**config.mk**
```make
export PLATFORM = sky130hd
export DESIGN_NAME = prbs_excitation_and_encoder_capture_unit
export DESIGN_NICKNAME = d
export VERILOG_FILES = /design/src/rtl/pecc_pkg.sv /design/src/rtl/pecc_div.sv /design/src/rtl/pecc_dp.sv /design/src/rtl/pecc_ctrl.sv /design/src/rtl/prbs_excitation_and_encoder_capture_unit.sv
export SDC_FILE = /design/constraint.sdc
export NUM_CORES = 1
export LEC_CHECK = 0
export BUFFER_PORTS_ARGS = -buffer_cell sky130_fd_sc_hd__buf_2
export CORE_MARGIN = 4
export CORE_UTILIZATION = 50
export CTS_CLUSTER_DIAMETER = 150
export DETAILED_ROUTE_END_ITERATION = 8
export GPL_TIMING_DRIVEN = 0
export PLACE_DENSITY_LB_ADDON = 0.25
export SETUP_SLACK_MARGIN = 0.1
export SYNTH_ARGS = -nofsm -noshare
export SYNTH_HDL_FRONTEND = slang
export SYNTH_HIERARCHICAL = 1
export SYNTH_SLANG_ARGS = --single-unit
```
**constraint.sdc**
```tcl
create_clock -name i_clk -period 13.85 [get_ports i_clk]
set_clock_uncertainty 0.15 [all_clocks]
set_input_delay 2.77 -clock i_clk [delete_from_list [all_inputs] [get_ports i_clk]]
set_output_delay 2.77 -clock i_clk [all_outputs]
set_load 0.05 [all_outputs]
```
**src/rtl/pecc_pkg.sv**
```systemverilog
// ---------------------------------------------------------------------------
// PRBS excitation and encoder capture package
// Shared item types, register indexes, command/status groups and constants.
// ---------------------------------------------------------------------------
`default_nettype none

package pecc_pkg;

    // Function codes carried in the input item
    localparam logic FUNC_START = 1'b0;
    localparam logic FUNC_TICK  = 1'b1;

    // Configuration register indexes
    localparam int unsigned CFG_IDX_W = 8;
    localparam logic [CFG_IDX_W-1:0] CFG_MOTOR_SELECT = 8'd0;
    localparam logic [CFG_IDX_W-1:0] CFG_HOLD_PERIOD  = 8'd1;
    localparam logic [CFG_IDX_W-1:0] CFG_SAMPLE_COUNT = 8'd2;
    localparam logic [CFG_IDX_W-1:0] CFG_AMPLITUDE_MV = 8'd3;
    localparam int unsigned CFG_DATA_W = 16;

    // Register reset values
    localparam logic        RST_MOTOR_SELECT = 1'b1;
    localparam logic [7:0]  RST_HOLD_PERIOD  = 8'd10;
    localparam logic [15:0] RST_SAMPLE_COUNT = 16'd10000;
    localparam logic [15:0] RST_AMPLITUDE_MV = 16'd5000;

    // PRBS-31 generator, polynomial x^31 + x^28 + 1
    localparam int unsigned LFSR_W = 31;
    localparam logic [LFSR_W-1:0] LFSR_SEED = 31'h7FFF_FFFF;
    localparam int unsigned TAP_A = 30;
    localparam int unsigned TAP_B = 27;

    // Drive scaling: Q3.12 result of amplitude * 4096 / battery
    localparam int unsigned Q_SHIFT    = 12;
    localparam int unsigned DIVISOR_W  = 16;
    localparam int unsigned DIVIDEND_W = 16 + Q_SHIFT;
    localparam logic [15:0] DRIVE_POS_SAT = 16'h7FFF;
    localparam logic [15:0] DRIVE_NEG_SAT = 16'h8000;
    localparam logic [DIVIDEND_W-1:0] MAG_POS_MAX = 28'd32767;
    localparam logic [DIVIDEND_W-1:0] MAG_NEG_MAX = 28'd32768;

    typedef struct packed {
        logic        func;
        logic [31:0] left_count;
        logic [31:0] right_count;
        logic [15:0] battery_mv;
    } t_in_item;

    typedef struct packed {
        logic signed [15:0] drive;
        logic               excitation_bit;
        logic signed [31:0] position_delta;
        logic        [15:0] sample_index;
        logic               last;
    } t_out_item;

    // Controller to datapath
    typedef struct packed {
        logic start_run;   // start transaction: baseline capture
        logic capture;     // tick of a run accepted: latch the encoder
        logic div_start;   // new PRBS level needed: launch the divider
        logic commit;      // update state and load the output register
    } t_cmd;

    // Datapath to controller
    typedef struct packed {
        logic running;
        logic hold_zero;
        logic div_done;
        logic out_free;
    } t_status;

endpackage

`default_nettype wire

```
**src/rtl/pecc_div.sv**
```systemverilog
// ---------------------------------------------------------------------------
// Iterative divider
// Restoring unsigned division, one quotient bit per cycle.
// ---------------------------------------------------------------------------
`default_nettype none

module pecc_div (
    input  wire logic                              i_clk,
    input  wire logic                              i_rst_n,
    input  wire logic                              i_start,
    input  wire logic [pecc_pkg::DIVIDEND_W-1:0]   i_dividend,
    input  wire logic [pecc_pkg::DIVISOR_W-1:0]    i_divisor,
    output logic                                   o_done,
    output logic [pecc_pkg::DIVIDEND_W-1:0]        o_quotient
);
    import pecc_pkg::*;

    localparam int unsigned CNT_W = $clog2(DIVIDEND_W);

    logic                  r_busy;
    logic                  r_done;
    logic [CNT_W-1:0]      r_cnt;
    logic [DIVISOR_W-1:0]  r_rem;
    logic [DIVISOR_W-1:0]  r_divisor;
    logic [DIVIDEND_W-1:0] r_quo;

    logic [DIVISOR_W:0]    trial;
    logic                  fits;
    logic [DIVISOR_W:0]    diff;

    // One trial subtraction per cycle. A zero divisor always fits, which
    // gives an all-ones quotient and so a saturated drive downstream.
    always_comb begin
        trial = {r_rem, r_quo[DIVIDEND_W-1]};
        fits  = (trial >= {1'b0, r_divisor});
        diff  = trial - {1'b0, r_divisor};
    end

    // Control of the iteration
    always_ff @(posedge i_clk) begin
        if (!i_rst_n) begin
            r_busy <= 1'b0;
            r_done <= 1'b0;
            r_cnt  <= '0;
        end else begin
            r_done <= 1'b0;
            if (i_start) begin
                r_busy <= 1'b1;
                r_cnt  <= CNT_W'(DIVIDEND_W - 1);
            end else if (r_busy) begin
                if (r_cnt == '0) begin
                    r_busy <= 1'b0;
                    r_done <= 1'b1;
                end else begin
                    r_cnt <= r_cnt - 1'b1;
                end
            end
        end
    end

    // Partial remainder and quotient shift register
    always_ff @(posedge i_clk) begin
        if (i_start) begin
            r_rem     <= '0;
            r_quo     <= i_dividend;
            r_divisor <= i_divisor;
        end else if (r_busy) begin
            r_rem <= fits ? diff[DIVISOR_W-1:0] : trial[DIVISOR_W-1:0];
            r_quo <= {r_quo[DIVIDEND_W-2:0], fits};
        end
    end

    assign o_done     = r_done;
    assign o_quotient = r_quo;

endmodule

`default_nettype wire

```
**src/rtl/pecc_dp.sv**
```systemverilog
// ---------------------------------------------------------------------------
// Excitation datapath
// Configuration registers, PRBS generator, run state, drive scaling and the
// output register.
// ---------------------------------------------------------------------------
`default_nettype none

module pecc_dp (
    input  wire logic                              i_clk,
    input  wire logic                              i_rst_n,
    input  wire pecc_pkg::t_cmd                    i_cmd,
    output pecc_pkg::t_status                      o_status,
    input  wire pecc_pkg::t_in_item                i_in_data,
    input  wire logic                              i_cfg_valid,
    input  wire logic [pecc_pkg::CFG_IDX_W-1:0]    i_cfg_index,
    input  wire logic [pecc_pkg::CFG_DATA_W-1:0]   i_cfg_data,
    input  wire logic                              i_out_ready,
    output logic                                   o_out_valid,
    output pecc_pkg::t_out_item                    o_out_data
);
    import pecc_pkg::*;

    // Configuration
    logic        r_motor_select;
    logic [7:0]  r_hold_period;
    logic [15:0] r_sample_count;
    logic [15:0] r_amplitude_mv;

    // Run state
    logic [LFSR_W-1:0] r_lfsr;
    logic [31:0]       r_prev_count;
    logic [31:0]       r_cur_count;
    logic [15:0]       r_index;
    logic [15:0]       r_held_drive;
    logic              r_held_bit;
    logic [7:0]        r_hold;
    logic              r_running;

    // Output register
    logic      r_out_valid;
    t_out_item r_out_data;

    logic                  div_done;
    logic [DIVIDEND_W-1:0] quotient;

    logic [31:0]       sel_count;
    logic              fb;
    logic [LFSR_W-1:0] n_lfsr;
    logic [15:0]       sat_drive;
    logic [15:0]       n_held_drive;
    logic              n_held_bit;
    logic [7:0]        period;
    logic [8:0]        hold_inc;
    logic [7:0]        n_hold;
    logic [16:0]       index_inc;
    logic              is_last;
    logic              out_free;

    pecc_div u_div (
        .i_clk      (i_clk),
        .i_rst_n    (i_rst_n),
        .i_start    (i_cmd.div_start),
        .i_dividend ({r_amplitude_mv, Q_SHIFT'(0)}),
        .i_divisor  (i_in_data.battery_mv),
        .o_done     (div_done),
        .o_quotient (quotient)
    );

    // Encoder selection, PRBS step, saturation and counter updates
    always_comb begin
        sel_count = r_motor_select ? i_in_data.left_count : i_in_data.right_count;

        fb     = r_lfsr[TAP_A] ^ r_lfsr[TAP_B];
        n_lfsr = {r_lfsr[LFSR_W-2:0], fb};

        if (fb) begin
            sat_drive = (quotient > MAG_POS_MAX) ? DRIVE_POS_SAT : quotient[15:0];
        end else begin
            sat_drive = (quotient > MAG_NEG_MAX) ? DRIVE_NEG_SAT
                                                 : (~quotient[15:0] + 16'd1);
        end

        if (r_hold == '0) begin
            n_held_bit   = fb;
            n_held_drive = sat_drive;
        end else begin
            n_held_bit   = r_held_bit;
            n_held_drive = r_held_drive;
        end

        period    = (r_hold_period == '0) ? 8'd1 : r_hold_period;
        hold_inc  = {1'b0, r_hold} + 9'd1;
        n_hold    = (hold_inc >= {1'b0, period}) ? 8'd0 : hold_inc[7:0];
        index_inc = {1'b0, r_index} + 17'd1;
        is_last   = (index_inc >= {1'b0, r_sample_count});
        out_free  = !r_out_valid || i_out_ready;
    end

    // Configuration registers
    always_ff @(posedge i_clk) begin
        if (!i_rst_n) begin
            r_motor_select <= RST_MOTOR_SELECT;
            r_hold_period  <= RST_HOLD_PERIOD;
            r_sample_count <= RST_SAMPLE_COUNT;
            r_amplitude_mv <= RST_AMPLITUDE_MV;
        end else if (i_cfg_valid) begin
            case (i_cfg_index)
                CFG_MOTOR_SELECT: r_motor_select <= i_cfg_data[0];
                CFG_HOLD_PERIOD:  r_hold_period  <= i_cfg_data[7:0];
                CFG_SAMPLE_COUNT: r_sample_count <= i_cfg_data;
                CFG_AMPLITUDE_MV: r_amplitude_mv <= i_cfg_data;
                default: begin
                end
            endcase
        end
    end

    // Run state: baseline on start, generator and counters on commit
    always_ff @(posedge i_clk) begin
        if (!i_rst_n) begin
            r_lfsr       <= LFSR_SEED;
            r_prev_count <= '0;
            r_index      <= '0;
            r_held_drive <= '0;
            r_held_bit   <= 1'b0;
            r_hold       <= '0;
            r_running    <= 1'b0;
        end else if (i_cmd.start_run) begin
            r_prev_count <= sel_count;
            r_index      <= '0;
            r_hold       <= '0;
            r_running    <= 1'b1;
        end else if (i_cmd.commit) begin
            if (r_hold == '0) begin
                r_lfsr <= n_lfsr;
            end
            r_held_bit   <= n_held_bit;
            r_held_drive <= n_held_drive;
            r_hold       <= n_hold;
            r_prev_count <= r_cur_count;
            r_index      <= index_inc[15:0];
            if (is_last) begin
                r_running <= 1'b0;
            end
        end
    end

    // Encoder count of the tick in progress
    always_ff @(posedge i_clk) begin
        if (i_cmd.capture) begin
            r_cur_count <= sel_count;
        end
    end

    // Output register: loads on commit, empties when the receiver takes it
    always_ff @(posedge i_clk) begin
        if (!i_rst_n) begin
            r_out_valid <= 1'b0;
        end else if (i_cmd.commit) begin
            r_out_valid <= 1'b1;
        end else if (i_out_ready) begin
            r_out_valid <= 1'b0;
        end
    end

    always_ff @(posedge i_clk) begin
        if (i_cmd.commit) begin
            r_out_data.drive          <= n_held_drive;
            r_out_data.excitation_bit <= n_held_bit;
            r_out_data.position_delta <= r_cur_count - r_prev_count;
            r_out_data.sample_index   <= r_index;
            r_out_data.last           <= is_last;
        end
    end

    assign o_status.running   = r_running;
    assign o_status.hold_zero = (r_hold == '0);
    assign o_status.div_done  = div_done;
    assign o_status.out_free  = out_free;
    assign o_out_valid        = r_out_valid;
    assign o_out_data         = r_out_data;

endmodule

`default_nettype wire

```
**src/rtl/pecc_ctrl.sv**
```systemverilog
// ---------------------------------------------------------------------------
// Excitation controller
// Sequences each tick of a run through capture, division if due, and commit.
// ---------------------------------------------------------------------------
`default_nettype none

module pecc_ctrl (
    input  wire logic               i_clk,
    input  wire logic               i_rst_n,
    input  wire logic               i_in_valid,
    input  wire logic               i_func,
    input  wire pecc_pkg::t_status  i_status,
    output logic                    o_in_ready,
    output pecc_pkg::t_cmd          o_cmd
);
    import pecc_pkg::*;

    typedef enum logic [1:0] {
        ST_IDLE,
        ST_DIV,
        ST_EMIT
    } t_state;

    t_state r_state;
    t_state n_state;
    logic   accept;

    // Next state and datapath commands
    always_comb begin
        n_state = r_state;
        o_cmd   = '0;
        accept  = i_in_valid && (r_state == ST_IDLE);
        case (r_state)
            ST_IDLE: begin
                if (accept) begin
                    if (i_func == FUNC_START) begin
                        o_cmd.start_run = 1'b1;
                    end else if (i_status.running) begin
                        o_cmd.capture = 1'b1;
                        if (i_status.hold_zero) begin
                            o_cmd.div_start = 1'b1;
                            n_state         = ST_DIV;
                        end else begin
                            n_state = ST_EMIT;
                        end
                    end
                end
            end
            ST_DIV: begin
                if (i_status.div_done) begin
                    n_state = ST_EMIT;
                end
            end
            ST_EMIT: begin
                if (i_status.out_free) begin
                    o_cmd.commit = 1'b1;
                    n_state      = ST_IDLE;
                end
            end
            default: begin
                n_state = ST_IDLE;
            end
        endcase
    end

    // State register
    always_ff @(posedge i_clk) begin
        if (!i_rst_n) begin
            r_state <= ST_IDLE;
        end else begin
            r_state <= n_state;
        end
    end

    assign o_in_ready = (r_state == ST_IDLE);

endmodule

`default_nettype wire

```
**src/rtl/prbs_excitation_and_encoder_capture_unit.sv**
```systemverilog
// ---------------------------------------------------------------------------
// PRBS excitation and encoder capture unit
// Top level: controller, datapath and the port-side configuration channel.
// ---------------------------------------------------------------------------
// Usage
// The input channel takes one transaction per item: a start (func 0) latches
// the selected encoder as the baseline and arms a run; a tick (func 1) during
// a run yields one sample on the output channel, a tick outside a run yields
// nothing. Configuration writes arrive on their own channel, are always
// accepted, and should only be issued while the unit is idle.
// A start or an ignored tick completes in the cycle it is accepted. A tick
// that holds the current PRBS level moves from the accept state to the emit
// state, which loads the output register once it is free; a tick that draws
// a new level also runs the 28-step restoring divider for the drive: after
// the accept come the divider iterations, the controller seeing it finish
// and the output load. The divider iteration sets the worst-case rate.
// The output register frees the input side: the next transaction is taken
// while a sample still waits. If the receiver stalls, the following sample
// waits in the controller until the output register empties.
// Reset restores the register defaults, seeds the generator with all ones
// and leaves the unit idle with no run armed.
// ---------------------------------------------------------------------------
`default_nettype none

module prbs_excitation_and_encoder_capture_unit (
    input  wire logic                              i_clk,
    input  wire logic                              i_rst_n,
    input  wire logic                              i_in_valid,
    output logic                                   o_in_ready,
    input  wire pecc_pkg::t_in_item                i_in_data,
    output logic                                   o_out_valid,
    input  wire logic                              i_out_ready,
    output pecc_pkg::t_out_item                    o_out_data,
    input  wire logic                              i_cfg_valid,
    output logic                                   o_cfg_ready,
    input  wire logic [pecc_pkg::CFG_IDX_W-1:0]    i_cfg_index,
    input  wire logic [pecc_pkg::CFG_DATA_W-1:0]   i_cfg_data
);
    import pecc_pkg::*;

    t_cmd    cmd;
    t_status status;

    pecc_ctrl u_ctrl (
        .i_clk      (i_clk),
        .i_rst_n    (i_rst_n),
        .i_in_valid (i_in_valid),
        .i_func     (i_in_data.func),
        .i_status   (status),
        .o_in_ready (o_in_ready),
        .o_cmd      (cmd)
    );

    pecc_dp u_dp (
        .i_clk       (i_clk),
        .i_rst_n     (i_rst_n),
        .i_cmd       (cmd),
        .o_status    (status),
        .i_in_data   (i_in_data),
        .i_cfg_valid (i_cfg_valid),
        .i_cfg_index (i_cfg_index),
        .i_cfg_data  (i_cfg_data),
        .i_out_ready (i_out_ready),
        .o_out_valid (o_out_valid),
        .o_out_data  (o_out_data)
    );

    // Register writes are always accepted
    assign o_cfg_ready = 1'b1;

endmodule

`default_nettype wire

```
==> flow_summary.ini, run 1 <==
[status]
status = finished clean

[clock_tree]
postCtsSetupBuffers = 0
clk_latency_ns = 0.51
ctsLongestPathBuffers = 3
htreeDepth = 2
cts_repair_resizes = 0
tritoncts.num_buffers = 36
hold_buffers = 0
clock-root-buffer = sky130_fd_sc_hd__clkbuf_16
clk_pin_slew_worst_paths_ns = 0.06
tritoncts_clock_tree = yes
clock-sinks = 314

[timing]
totalNegativeSetupSlack_ns = 0
hold_viol_final = 0
timing.final.ws_setup_ns = 7.78
fmax_mhz = 165
max_slew.worst_pin.slew_ns = 1.11
slew_headroom = 0.262
fin_crit_ns = 6.07
drv_slew = 0
whs_ns = 0.283
timing.final.setup_violations = 0
grt_setup_unrepaired = no
final_cycle_utilization_of_the_critical_path = 0.438

[routing]
drt-wirelength-per-cell_um = 17.3
drc_errors = 0
drt-initial-drc-count = 786
drt-total-wl_um = 38900
drt-pass1-iter-count = 5
dr_total_vias = 12388
postRouteAntennaNets = 0
viasPerCell = 5.52

[placed_design]
cell_area_after_placement_um2 = 17500
place_hpwl_um = 29100
post_place_cells = 2179
place_congestion = 0.876
pre_cts_slack_ns = 7.22
number_of_buffers_inserted_by_port_buffering = 177

[finish]
diodes = 0
non_filler_cells_final = 2244
area_delta_synth_final_pct = 17.5
layout.nets = 2004
post-route-util = 0.595
layout.cell_area.non_filler_um2 = 18800
post_route_cells_drive_above_1_share = 0.185

[yosys]
yosys.area.top_type = sky130_fd_sc_hd__edfxtp_1
yosysUniqueCellTypes = 80
synth.cell_area_um2 = 16000
synthCells = 1585
netlist_top_cells_area = sky130_fd_sc_hd__edfxtp_1, sky130_fd_sc_hd__dfxtp_1, sky130_fd_sc_hd__ha_1
ys_async_sr_fraction = 0
synthMostInstantiatedCell = sky130_fd_sc_hd__nand2_1
ys_ff_latch = 314
yosys-top-cells-count = sky130_fd_sc_hd__nand2_1, sky130_fd_sc_hd__dfxtp_1, sky130_fd_sc_hd__edfxtp_1
synthFlopType = sky130_fd_sc_hd__dfxtp_1
synthesis.yosys.warnings = 6
synth.top_cell.area_share = 0.267
synth.yosys.seq_area_share = 0.482
synth-edff-count = 142
syn-mean-instance-area_um2 = 10.1

[critical_path]
start_kind = input pin
crit_type = input pin to register
r2r_cells = 12
critical_path_required_ns = 14.15
worst-path-max-fanout = 24
worst-endpoint-arrival_ns = 6.38
worstSetupEndpointType = register

[global_routing]
first_global_vias = 12103
maximum_number_of_pins_on_one_net_before_global_route_repair = 30
grtUsageTotal = 0.216
first_pass_grt_wire_length_um = 62500
globalRoute.totalOverflow = 0
antenna_found_initial = 0

[power_and_ir_drop]
power.leakage_nw = 7.83
pwr_cell_area_nw_per_um2 = 119
power.ir.vdd_worst_mv = 0.0851
p_total_mw = 2.24

[worst_hold_path]
holdPathStages = 0
hold_class = register to register

[floorplan]
initial_core_util = 0.506
coreArea_um2 = 31600
design.portCount = 179
fp-row-count = 65
fp.dieH_um = 187
fp.dieArea_um2 = 34900
die_width_um = 187

[job]
maxCapViolations = 0
-- sequential cells by signal (all words and copies together), names as in the netlist --
register and flops:
u_dp/o_out_data 66, u_dp/u_div/r_busy 1, u_dp/r_cur_count 32, u_dp/r_prev_count 32, u_dp/u_div/r_cnt 5, u_dp/r_running 1, u_dp/o_out_valid 1, u_ctrl/r_state 2
u_dp/u_div/r_rem 16, u_dp/r_hold 8, u_dp/r_lfsr 31, u_dp/r_index 16, u_dp/r_sample_count 16, u_dp/r_motor_select 1, u_dp/r_amplitude_mv 16, u_dp/u_div/o_quotient 28
u_dp/u_div/o_done 1, u_dp/u_div/r_divisor 16, u_dp/r_hold_period 8, u_dp/r_held_bit 1, u_dp/r_held_drive 16
-- report_power, final --
| group | internal [mW] | leakage, nW | switching [mW] |
|---|---|---|---|
| sequential | 0.993 | 2.68 | 0.0149 |
| clock | 0.611 | 0.627 | 0.375 |
| combinational | 0.106 | 4.52 | 0.137 |
| total | 1.71 | 7.83 | 0.526 |
-- final timing paths --
kind	start	end	slack [ns]
worst min-delay path	u_dp/r_index[10]$_SDFFE_PP0P_	u_dp/o_out_data[11]$_DFFE_PP_	0.28
worst max register to register	u_dp/o_out_valid$_SDFFE_PN0P_	u_dp/r_hold[5]$_SDFFE_PP0P_	9.79
worst min register to register	u_dp/r_index[10]$_SDFFE_PP0P_	u_dp/o_out_data[11]$_DFFE_PP_	0.28
worst max-delay path	i_out_ready	u_dp/r_hold[5]$_SDFFE_PP0P_	7.78
-- area by class of cell --
cell class	count	area, µm²
flip-flops and latches	314	7710
plain buffers	82	343
inverters	95	357
repair buffers	181	961
clock inverters	11	125
well taps	402	503
clock buffers	54	1140
multi-input cells	1105	7630
fillers	2720	12800
-- per-layer routing --
layer | GRT usage | wire [µm] | vias up
met5 | 0 | 0 | -
met4 | 0.0569 | 902 | 0
met3 | 0.0361 | 2130 | 66
met2 | 0.361 | 18200 | 331
met1 | 0.293 | 17600 | 5864
li1 | - | - | 6127
-- worst max-delay path, stage by stage --
cell and delay [ns]:
sky130_fd_sc_hd__buf_2 0.07, sky130_fd_sc_hd__nand2b_1 0.18, sky130_fd_sc_hd__buf_4 0.14, sky130_fd_sc_hd__inv_1 0.05, sky130_fd_sc_hd__nor2_4 0.49, sky130_fd_sc_hd__buf_12 0.27
sky130_fd_sc_hd__clkbuf_1 0.45, sky130_fd_sc_hd__inv_1 0.31, sky130_fd_sc_hd__or4_1 0.57, sky130_fd_sc_hd__a211oi_1 0.22, sky130_fd_sc_hd__a21oi_1 0.19, sky130_fd_sc_hd__a31oi_1 0.42
sky130_fd_sc_hd__a221o_1 0.22
-- logic make-up after synthesis --
group           share of synthesized area
compound gates                      0.150
xor+xnor                           0.0466
fa+ha+maj                          0.0628
buf+inv                            0.0438
flops                               0.482
mux                                0.0690
other cells                      0.000470
simple gates                        0.145
-- placed cells by master (no fill, tap or decap), drive strengths merged, types with 15 or more instances in the layout --
cell,instances
nand2,213
buf,202
dfxtp,172
edfxtp,142
clkbuf,115
inv,97
ha,77
nand3,72
nor2,70
o21ai,64
a21oi,62
mux2,62
o211ai,47
xnor2,46
mux2i,40
xor2,39
o211a,34
nor2b,28
a21o,22
nand2b,17
a21boi,15
nand4,15
(Power assumes the default switching activity.)
==> run 2: changes to the inputs <==
- ABC_AREA: not set -> 1
- clock period: 13.85 -> 5.7 ns (I/O delays scaled with it)
==> flow_summary.ini, run 2 <==
[status]
status = finished clean

[timing]
totalNegativeSetupSlack_ns = 0
max_slew.worst_pin.slew_ns = 0.859
grt_setup_unrepaired = no
final_cycle_utilization_of_the_critical_path = 0.730
slew_headroom = 0.425
fmax_mhz = 240
fin_crit_ns = 4.16
timing.final.setup_violations = 0
hold_viol_final = 0
drv_slew = 0
timing.final.ws_setup_ns = 1.54

[floorplan]
die_width_um = 190
fp.dieArea_um2 = 36100
fp.dieH_um = 190
design.portCount = 179
initial_core_util = 0.508
fp-row-count = 66
coreArea_um2 = 32600

[critical_path]
worst-path-max-fanout = 25
worstSetupEndpointType = register
worst-endpoint-arrival_ns = 4.44
r2r_cells = 14
crit_path_max_incr_delay_ns = 0.67
worst_path_max_delay_cell = sky130_fd_sc_hd__clkinv_1
start_kind = register
timing.critical_path.cells = inv_1 > ha_1 > nor3b_1 > and3_1 > buf_4 > nand2_1 > nor2_1 > nand4_1 > inv_1 > clkbuf_1 > nor2_1 > clkinv_1 > buf_16 > o21ai_0
critical_path_required_ns = 5.97
worst_path_dominant_cell_family = buffers and inverters
worstReg2RegStart = u_dp/r_hold[0]$_SDFFE_PP0P_
reg2reg_setup_slack_ns = 1.54
crit_type = register to register
worst-path-buf-inv = 6
timing.rr.end = u_dp/u_div/r_rem[2]$_SDFFE_PP0P_

[worst_hold_path]
hold_class = register to register
worst_hold_startpoint = u_dp/r_lfsr[16]$_SDFFE_PN1P_
holdPathStages = 2
timing.hold.worst_endpoint = u_dp/r_lfsr[16]$_SDFFE_PN1P_

[global_routing]
maximum_number_of_pins_on_one_net_before_global_route_repair = 36
first_global_vias = 13549
grtUsageTotal = 0.232
antenna_found_initial = 2
first_pass_grt_wire_length_um = 68800
globalRoute.totalOverflow = 0

[yosys]
ys_async_sr_fraction = 0
synth.top_cell.area_share = 0.258
yosys-top-cells-count = sky130_fd_sc_hd__nand2_1, sky130_fd_sc_hd__inv_1, sky130_fd_sc_hd__nor2_1
synth-edff-count = 142
synthCells = 2021
synth.yosys.seq_area_share = 0.466
yosysUniqueCellTypes = 56
netlist_top_cells_area = sky130_fd_sc_hd__edfxtp_1, sky130_fd_sc_hd__dfxtp_1, sky130_fd_sc_hd__nand2_1
synthesis.yosys.warnings = 6
syn-mean-instance-area_um2 = 8.19
synthFlopType = sky130_fd_sc_hd__dfxtp_1
synthMostInstantiatedCell = sky130_fd_sc_hd__nand2_1
synth.cell_area_um2 = 16600
yosys.area.top_type = sky130_fd_sc_hd__edfxtp_1
ys_ff_latch = 314

[routing]
dr_total_vias = 14336
postRouteAntennaNets = 0
drc_errors = 0
drt-wirelength-per-cell_um = 15.8
drt-pass1-iter-count = 5
drt-total-wl_um = 43000
viasPerCell = 5.26
drt-initial-drc-count = 1044

[finish]
area_delta_synth_final_pct = 17.6
layout.nets = 2442
post_route_cells_drive_above_1_share = 0.152
layout.cell_area.non_filler_um2 = 19500
nFillCells = 2910
largest_register_ffs = 66
post-route-util = 0.597
mostFrequentLayoutCell = sky130_fd_sc_hd__nand2_1
layout_common_cells = sky130_fd_sc_hd__nand2_1, sky130_fd_sc_hd__inv_1, sky130_fd_sc_hd__buf_2
non_filler_cells_final = 2723

[placed_design]
pre_cts_slack_ns = 1.40
place_hpwl_um = 32300
post_place_cells = 2657
place_congestion = 0.933
number_of_buffers_inserted_by_port_buffering = 177
cell_area_after_placement_um2 = 18200

[power_and_ir_drop]
power.ir.vdd_worst_mv = 0.200
power.leakage_nw = 8.92
pwr_cell_area_nw_per_um2 = 286

[clock_tree]
cts_repair_resizes = 0
tritoncts.num_buffers = 35
hold_buffers = 0
clk_latency_ns = 0.52
ctsLongestPathBuffers = 3
htreeDepth = 2
postCtsSetupBuffers = 0
clock-root-buffer = sky130_fd_sc_hd__clkbuf_16
clk_pin_slew_worst_paths_ns = 0.06
clock-sinks = 314
tritoncts_clock_tree = yes

[job]
maxCapViolations = 0
==> run 2: cell count changes after synthesis, sizes merged, moves of 19 or more <==
| cell | previous run | this run |
|---|---|---|
| xnor2 | 46 | 17 |
| mux2i | 40 | 0 |
| inv | 95 | 270 |
| nor2 | 70 | 194 |
| nand2 | 213 | 495 |
| mux2 | 62 | 32 |
| o211ai | 47 | 9 |
| nand3 | 72 | 151 |
| o211a | 34 | 0 |
| nor2b | 28 | 0 |
| a221oi | 1 | 20 |
| clkbuf | 61 | 37 |
| a21oi | 62 | 123 |
==> run 2: routing by layer <==
| layer | up-vias | track usage | wire length [µm] |
|---|---|---|---|
| li1 | 7111 | - | - |
| met1 | 6704 | 0.324 | 19500 |
| met2 | 437 | 0.373 | 19600 |
| met3 | 82 | 0.0394 | 2720 |
| met4 | 2 | 0.0707 | 1130 |
| met5 | - | 0 | 7 |
==> run 2: layout make-up <==
cell class | instances | area [µm²] | share of cell area
well taps | 442 | 553 | 0.0284
inverters | 270 | 1020 | 0.0522
diodes | 1 | 2.50 | 0.000129
repair buffers | 184 | 1020 | 0.0522
multi-input cells | 1375 | 7530 | 0.387
flip-flops and latches | 314 | 7710 | 0.396
clock buffers | 48 | 1040 | 0.0534
plain buffers | 73 | 365 | 0.0188
clock inverters | 16 | 244 | 0.0125
==> run 2: per-stage QoR <==
step                power, mW  hold slack (ns)
global route             5.81            0.309
global placement         3.13            0.279
CTS                      5.62            0.302
detailed placement       3.14            0.277
finish                   5.57            0.307
floorplan                2.95            0.256
==> run 2: report_power, final <==
| group | internal (mW) | switching, mW |
|---|---|---|
| Clock | 1.56 | 0.914 |
| Sequential | 2.41 | 0.0317 |
| Combinational | 0.244 | 0.415 |
==> run 2: how the worst max path moves through the flow <==
stage                                           start                                  end  slack (ns)  cells past startpoint
after floorplan                           i_out_ready         u_dp/r_lfsr[27]$_SDFFE_PN1P_        0.16                     15
after detailed placement  u_dp/r_hold[0]$_SDFFE_PP0P_   u_dp/u_div/o_quotient[5]$_DFFE_PP_        1.40                     12
after global routing      u_dp/r_hold[0]$_SDFFE_PP0P_     u_dp/u_div/r_rem[5]$_SDFFE_PP0P_        1.21                     14
after global placement                    i_out_ready    u_dp/r_prev_count[5]$_SDFFE_PN0P_       -1.67                     13
final                     u_dp/r_hold[0]$_SDFFE_PP0P_     u_dp/u_div/r_rem[2]$_SDFFE_PP0P_        1.54                     14
after CTS                 u_dp/r_hold[0]$_SDFFE_PP0P_  u_dp/u_div/o_quotient[27]$_DFFE_PP_        1.41                     12
==> run 2: cells by family (layout without fill, tap and decap cells) <==
logic type,Yosys count,in the layout,share of synthesized area
other,2,14,0.000454
flip-flops,314,314,0.466
multiplexers,32,32,0.0218
buffers and inverters,343,591,0.0834
AO/OA/AOI/OAI,285,285,0.101
AND/OR/NAND/NOR,903,903,0.234
XOR/XNOR,63,63,0.0333
adder cells (fa/ha/maj),79,79,0.0606
==> run 2: tightest hold or removal path, cell delays in order (launching register included) <==
cell                      delay (ns)
sky130_fd_sc_hd__dfxtp_1        0.33
sky130_fd_sc_hd__nand2_1        0.05
sky130_fd_sc_hd__nand3_1        0.05
==> run 3: changes to the inputs <==
- clock period: 5.7 -> 3.6 ns (I/O delays scaled with it)
==> flow_summary.ini, run 3 (synthesized netlist as in run 2, its figures left out) <==
[routing]
postRouteAntennaNets = 0
drt-pass1-iter-count = 6
dr_total_vias = 14236
viasPerCell = 5.21
drt-total-wl_um = 43100
drt-initial-drc-count = 969
drt-wirelength-per-cell_um = 15.8
drc_errors = 0

[floorplan]
fp-row-count = 66
fp.dieH_um = 190
coreArea_um2 = 32600
design.portCount = 179
initial_core_util = 0.508
fp.dieArea_um2 = 36100
die_width_um = 190

[clock_tree]
htreeDepth = 2
clk_pin_slew_worst_paths_ns = 0.06
clock-sinks = 314
tritoncts_clock_tree = yes
clock-root-buffer = sky130_fd_sc_hd__clkbuf_16
tritoncts.num_buffers = 37
clk_latency_ns = 0.53
hold_buffers = 0
ctsLongestPathBuffers = 3

[timing]
totalNegativeSetupSlack_ns = 0
fin_crit_ns = 3.17
timing.final.setup_violations = 0
grt_setup_unrepaired = no
timing.final.ws_setup_ns = 0.434
final_cycle_utilization_of_the_critical_path = 0.879
max_slew.worst_pin.slew_ns = 0.874
hold_viol_final = 0
whs_ns = 0.234
drv_slew = 0
fmax_mhz = 316
slew_headroom = 0.416

[status]
status = finished clean

[global_routing]
grt_use_met1 = 0.320
maximum_number_of_pins_on_one_net_before_global_route_repair = 24
globalRoute.totalOverflow = 0
antenna_found_initial = 2
grt.met3_usage = 0.0503
first_global_vias = 13634
first_pass_grt_wire_length_um = 69000
grt-busiest-layer = met2
grtUsageTotal = 0.234
grt_use_met2 = 0.377

[worst_hold_path]
hold_class = input pin to register
worst_hold_startpoint = i_in_data[8]

[placed_design]
pre_cts_slack_ns = -0.681
cell_area_after_placement_um2 = 18200
place_congestion = 0.920
number_of_buffers_inserted_by_port_buffering = 177
place_hpwl_um = 32300

[finish]
layout_common_cells = sky130_fd_sc_hd__nand2_1, sky130_fd_sc_hd__inv_1, sky130_fd_sc_hd__buf_2
area_delta_synth_final_pct = 18.5
nFillCells = 2927
post-route-util = 0.601
layout.nets = 2454
largest_register_ffs = 66
post_route_cells_drive_above_1_share = 0.162
mostFrequentLayoutCell = sky130_fd_sc_hd__nand2_1
diodes = 0
layout.cell_area.non_filler_um2 = 19600

[critical_path]
worstSetupEndpointType = register
start_kind = register
worst-endpoint-arrival_ns = 3.25
worst-path-buf-inv = 6
crit_path_max_incr_delay_ns = 0.40
worst-path-max-fanout = 10
crit_type = register to register
critical_path_required_ns = 3.69
timing.critical_path.cells = inv_1 > ha_1 > nor3b_1 > and3_1 > buf_4 > nand2_1 > nor2_1 > nand4_1 > clkinvlp_4 > clkbuf_1 > inv_1 > clkbuf_1 > a31oi_1
worst_path_max_delay_cell = sky130_fd_sc_hd__clkbuf_1
critical_path.startpoint = u_dp/r_hold[0]$_SDFFE_PP0P_
worstReg2RegStart = u_dp/r_hold[0]$_SDFFE_PP0P_
worst_path_dominant_cell_family = buffers and inverters

[power_and_ir_drop]
pwr_cell_area_nw_per_um2 = 450
power.ir.vdd_worst_mv = 0.265
power.leakage_nw = 8.98

[job]
maxCapViolations = 0
## run 3: changes by cell type in the layout (fill, tap and decap cells not counted), moves of 2 or more
cell / delta
sky130_fd_sc_hd__nor2_1: -3
sky130_fd_sc_hd__clkinvlp_4: +3
sky130_fd_sc_hd__clkbuf_8: +6
sky130_fd_sc_hd__inv_1: -3
sky130_fd_sc_hd__inv_4: +3
sky130_fd_sc_hd__buf_4: +13
sky130_fd_sc_hd__buf_2: -2
sky130_fd_sc_hd__inv_6: +2
sky130_fd_sc_hd__nor2_4: +2
sky130_fd_sc_hd__clkbuf_1: -6
sky130_fd_sc_hd__buf_6: -2
## run 3: power by group
part	switching (mW)	internal [mW]
registers	0.0523	3.82
logic	0.666	0.393
clock network	1.46	2.44
## run 3: final timing paths
| check | to | slack [ns] | cells after the start |
|---|---|---|---|
| hold reg to reg | u_dp/o_out_data[11]$_DFFE_PP_ | 0.30 | 0 |
| setup / recovery | u_dp/u_div/o_quotient[0]$_DFFE_PP_ | 0.43 | 13 |
| hold / removal | u_dp/u_div/r_divisor[8]$_DFFE_PP_ | 0.23 | 1 |
| setup reg to reg | u_dp/u_div/o_quotient[0]$_DFFE_PP_ | 0.43 | 13 |
## run 3: per-layer routing
| metal | routed length, µm | share of wire |
|---|---|---|
| met2 | 19400 | 0.45 |
| met1 | 19500 | 0.45 |
| met5 | 23 | 0.00053 |
| met3 | 3180 | 0.074 |
| met4 | 1080 | 0.025 |
## run 3: cell type report
cell class / count / area, µm² / share of cell area
sequential: 314 / 7710 / 0.393
multi-input combinational: 1375 / 7560 / 0.385
timing repair buffer: 193 / 1070 / 0.0547
clock buffer: 48 / 1060 / 0.0540
inverter: 270 / 1040 / 0.0528
tap: 442 / 553 / 0.0282
buffer: 73 / 398 / 0.0203
clock inverter: 18 / 225 / 0.0115
timing repair inverter: 1 / 7.51 / 0.000383
## run 3: through the flow
step                      power (mW)  instances
after detailed placement        4.98       2655
after global routing            9.21       2734
after global placement          4.96       2651
after CTS                       8.88       2726
final                           8.82       2734
after floorplan                 4.68       2032
## run 3: what timing repair did
item	4_1_cts	5_1_grt
endpoints found under the setup margin	35	76
pin swaps	0	0
hold endpoints to repair	0	0
resized for setup	3	3
setup buffers	4	8
gates cloned	1	0
